### src/rtl/hssb_pkg.sv
// Shared types, constants and table functions of the Hilbert SSB frequency shifter.
package hssb_pkg;

    // Sample and phase step widths are fixed by the interface.
    localparam int SAMPLE_BITS = 16;
    localparam int STEP_BITS   = 32;
    localparam int TAP_BITS    = 18;
    localparam int SINE_ABITS  = 10;
    localparam int QUARTER     = 256;
    localparam int QSPAN       = 512;

    localparam longint INV_PI_Q32 = 64'sd1367130551;
    localparam longint PI_Q30     = 64'sd3373259426;
    localparam longint Q30_ONE    = 64'sd1073741824;

    localparam logic signed [SAMPLE_BITS-1:0] SMP_MAX = 16'sh7fff;
    localparam logic signed [SAMPLE_BITS-1:0] SMP_MIN = 16'sh8000;

    localparam int QTAB_W = QUARTER * SAMPLE_BITS;

    typedef struct packed {
        logic signed [SAMPLE_BITS-1:0] sample_in;
        logic signed [STEP_BITS-1:0]   phase_step;
    } smp_beat_t;

    typedef struct packed {
        logic signed [SAMPLE_BITS-1:0] dry_out;
        logic signed [SAMPLE_BITS-1:0] shifted_out;
    } res_beat_t;

    // Quarter-wave sine in Q1.15 from an 11th-order Taylor sum in Q30.
    function automatic longint qsin(longint r);
        longint x;
        longint x2;
        longint term;
        longint sum;
        longint q;
        x    = r * PI_Q30 / QSPAN;
        x2   = (x * x) >>> 30;
        term = x;
        sum  = x;
        term = (-term * x2) / Q30_ONE;
        term = term / 6;
        sum  = sum + term;
        term = (-term * x2) / Q30_ONE;
        term = term / 20;
        sum  = sum + term;
        term = (-term * x2) / Q30_ONE;
        term = term / 42;
        sum  = sum + term;
        term = (-term * x2) / Q30_ONE;
        term = term / 72;
        sum  = sum + term;
        term = (-term * x2) / Q30_ONE;
        term = term / 110;
        sum  = sum + term;
        if (sum < 0)
        begin
            sum = 0;
        end
        q = (sum + 16384) >>> 15;
        if (q > 32767)
        begin
            q = 32767;
        end
        return q;
    endfunction

    function automatic logic [QTAB_W-1:0] build_qtab();
        logic [QTAB_W-1:0] t;
        t = '0;
        for (int i = 0; i < QUARTER; i++)
        begin
            t[i*SAMPLE_BITS +: SAMPLE_BITS] = SAMPLE_BITS'(qsin(longint'(i)));
        end
        return t;
    endfunction

    localparam logic [QTAB_W-1:0]      QTAB   = build_qtab();
    localparam logic [SAMPLE_BITS-1:0] QS_TOP = SAMPLE_BITS'(qsin(longint'(QUARTER)));

    // Full-period sine lookup built from the quarter table by symmetry.
    function automatic logic signed [SAMPLE_BITS-1:0] sine_at(logic [SINE_ABITS-1:0] a);
        logic [7:0]             r;
        logic [7:0]             ri;
        logic [SAMPLE_BITS-1:0] mag;
        r  = a[7:0];
        ri = 8'(9'd256 - {1'b0, r});
        if (a[8])
        begin
            if (r == 8'd0)
            begin
                mag = QS_TOP;
            end
            else
            begin
                mag = QTAB[ri*SAMPLE_BITS +: SAMPLE_BITS];
            end
        end
        else
        begin
            mag = QTAB[r*SAMPLE_BITS +: SAMPLE_BITS];
        end
        return a[9] ? -$signed(mag) : $signed(mag);
    endfunction

endpackage

### src/rtl/hssb_cell.sv
// One delay-line cell: a history register and a working copy for the tap walk.
module hssb_cell
    import hssb_pkg::*;
(
    input  logic                          clk,
    input  logic                          rst_n,
    input  logic                          shift,
    input  logic signed [SAMPLE_BITS-1:0] hist_in,
    input  logic                          adv,
    input  logic signed [SAMPLE_BITS-1:0] work_in,
    output logic signed [SAMPLE_BITS-1:0] hist,
    output logic signed [SAMPLE_BITS-1:0] work
);

    logic signed [SAMPLE_BITS-1:0] hist_reg;
    logic signed [SAMPLE_BITS-1:0] hist_next;
    logic signed [SAMPLE_BITS-1:0] work_reg;
    logic signed [SAMPLE_BITS-1:0] work_next;

    // On a new beat the history moves one place and the old value is copied for the walk.
    always_comb
    begin
        hist_next = shift ? hist_in : hist_reg;
        if (shift)
        begin
            work_next = hist_reg;
        end
        else if (adv)
        begin
            work_next = work_in;
        end
        else
        begin
            work_next = work_reg;
        end
    end

    always_ff @(posedge clk or negedge rst_n)
    begin
        if (!rst_n)
        begin
            hist_reg <= '0;
        end
        else
        begin
            hist_reg <= hist_next;
        end
    end

    always_ff @(posedge clk)
    begin
        work_reg <= work_next;
    end

    assign hist = hist_reg;
    assign work = work_reg;

endmodule

### config.mk
export PLATFORM = sky130hd
export DESIGN_NAME = hssb_cell
export DESIGN_NICKNAME = d
export VERILOG_FILES = /design/src/rtl/hssb_pkg.sv /design/src/rtl/hssb_cell.sv
export SDC_FILE = /design/constraint.sdc
export NUM_CORES = 1
export LEC_CHECK = 0
export BUFFER_PORTS_ARGS = -buffer_cell sky130_fd_sc_hd__buf_2
export CAP_MARGIN = 15
export CORE_MARGIN = 4
export CORE_UTILIZATION = 40
export CTS_CLUSTER_DIAMETER = 30
export DETAILED_ROUTE_END_ITERATION = 12
export HOLD_SLACK_MARGIN = 0.02
export PLACE_DENSITY = 0.77
export SLEW_MARGIN = 20
export SYNTH_ARGS = -nofsm -noshare
export SYNTH_HDL_FRONTEND = slang
export SYNTH_SLANG_ARGS = --single-unit
### constraint.sdc
create_clock -name clk -period 1.11 [get_ports clk]
set_input_delay 0.222 -clock clk [delete_from_list [all_inputs] [get_ports clk]]
set_output_delay 0.222 -clock clk [all_outputs]
set_load 0.02 [all_outputs]
==> impl_metrics.toml <==
[outcome]
status = "finished, violations left"
violations = "negative setup slack"

[critical_path]
path_buf_inv = 1
slowest_stage = "edfxtp_1"
crit_family = "flip-flops"
r2r_start = "hist[1]"
arrival_ns = 0.90
path_class = "register to output pin"
worst_r2r_path_depth = 2
cp_max_fo = 1
r2r-end = "work[1]"
path_cells = "buf_6"
critPathMaxStageDelay_ns = 0.42
crit_path_end_kind = "output pin"
cp.required_ns = 0.89
regToRegSetupSlack_ns = 0.05
startpoint_type = "register"

[routing]
vias_per_cell = 4.585
drt_first_pass_iters = 4
antenna_left = 0
drt_iter0_drc = 58
avgRoutedWirePerCell_um = 16.11
wirelength_um = 3415
drc = 0
vias = 972

[pwr]
p_comb_frac = 0.272
p_int_mw = 2.367
p_switching_mw = 0.8078
p_seq_frac = 0.459
power_leakage_nw = 1.103
power_frac_clock = 0.269
sw_frac_of_total = 0.2545
power.density_nw_per_um2 = 1426
ir_drop_v = 0.0005047

[min_path]
hold_depth = 2
hp-class = "input pin to register"
hp-start = "hist_in[9]"
min_to = "hist[9]"

[sta]
timing.final.ws_setup_ns = -0.01418
finalSetupViolations = 3
tns_ns = -0.01424
slew_headroom = 0.7415
max_freq_mhz = 889.5
whs_ns = 0.1126
fin_worst_skew_ns = 0.01053
final_max_slew_viol_count = 0
worst_pin_slew_ns = 0.3878
finalCritPeriodShare = 1.013
rsz0062_at_grt = "yes"
final-hold-violation-count = 0
post-route-min-period_ns = 1.124

[logic_synthesis]
syn-instance-count = 69
yosysWarnings = 0
seq_area_frac_synth = 0.6170
syn_area_per_cell_um2 = 20.69
syn_nets = 105
synth.distinct_cells = 7
syn_area_um2 = 1428
ys_ff_latch = 32

[global_route]
grt_pass1_vias = 1071
grt_use_total = 0.1547
overflow = 0
antenna_found_initial = 0
grt_max_degree = 17
grt_pass1_wl_um = 4968

[die]
die_area_um2 = 4589
rows = 21
die_x_um = 67.74
ioPinCount = 68
fp.dieH_um = 67.74
start_util = 0.4212
fp.coreArea_um2 = 3390

[finish]
drive_gt1_frac = 0.7952
nNetsFinal = 201
area_growth_pct = 55.92
antennaDiodeCount = 0

[clock_tree]
cts_buffer_depth = 2
cts_root_buffer = "clkbuf_4"
cts.htree.levels = 2
cts_made_buffers = 5
clock_latency_ns = 0.33
cts_tree = "done"
clk_pin_slew_ns = 0.10
clock-sinks = 32

[run]
maxCapViolations = 0

[placed_design]
gp_congestion = 0.7056
port_buffers = 67
==> cell type report <==
cell class,instances,area (um2)
multi-input combinational,33,478.0
sequential,32,880.8
clock buffer,6,41.29
fill,235,1164
timing repair buffer,93,733.2
tap,46,57.56
clock inverter,2,35.03
==> cell usage in the layout, fill, tap and decap left out <==
master	count
buf_2	39
mux2_4	29
buf_6	28
buf_4	23
dfrtp_1	16
edfxtp_1	16
clkbuf_4	5
mux2_2	3
buf_12	2
or2_4	1
bufinv_16	1
clkinv_2	1
clkbuf_1	1
dlygate4sd3_1	1
==> worst max path at each step <==
stage,cells past startpoint,endpoint,startpoint
global placement,4,hist[2],shift
floorplan,3,work[0],shift
detailed placement,4,hist[10],shift
CTS,1,hist[4],hist[4]
global route,1,work[2],work[2]
finish,1,work[2],work[2]
==> layer usage <==
metal,up-vias,global-route usage,part of all wire
met4,0,0.08861,0.016
met2,43,0.2697,0.52
met1,474,0.1712,0.40
met3,5,0.03494,0.067
li1,450,-,-
met5,-,0,0
==> logic make-up after synthesis <==
kind of cell | Yosys count | share of synthesized area
mux | 32 | 0.3287
simple gates | 1 | 0.004385
buf+inv | 4 | 0.04996
flops | 32 | 0.6170
==> through the flow <==
stage	cells	utilization	instance area (um2)	total power [mW]	setup WS, ns
6_report	212	0.6567	2226	3.174	-0.01418
5_1_grt	212	0.6567	2226	3.312	-0.05574
4_1_cts	211	0.6213	2106	3.087	-0.01672
3_5_place_dp	187	0.5441	1844	2.109	-0.09071
3_3_place_gp	187	0.5441	1844	2.082	-0.05319
2_1_floorplan	69	-	1430	1.868	0.03838
==> cells in the mapped netlist <==
cell type	n	area share
mux2_4	29	0.30
dfrtp_1	16	0.28
edfxtp_1	16	0.34
buf_12	3	0.042
mux2_2	3	0.024
buf_6	1	0.0079
or2_1	1	0.0044
==> worst reg2reg max path: stages, from the launching register on <==
cell     delay (ns)
dfrtp_1        0.42
buf_4          0.15
mux2_4         0.25
==> timing repair <==
item                       CTS  global route
resized for setup           20            36
hold endpoints to repair    16             0
setup endpoints to repair   19            30
setup buffers               15             1
hold buffers                 1             0
==> power by group through the flow <==
stage	clock network (mW)	logic (mW)	registers, mW
2_1_floorplan	0	0.247	1.62
3_3_place_gp	0	0.618	1.46
3_5_place_dp	0	0.636	1.47
4_1_cts	0.866	0.783	1.44
5_1_grt	0.929	0.913	1.47
6_report	0.853	0.865	1.46
No activity file was read; power rests on OpenSTA's default activity.
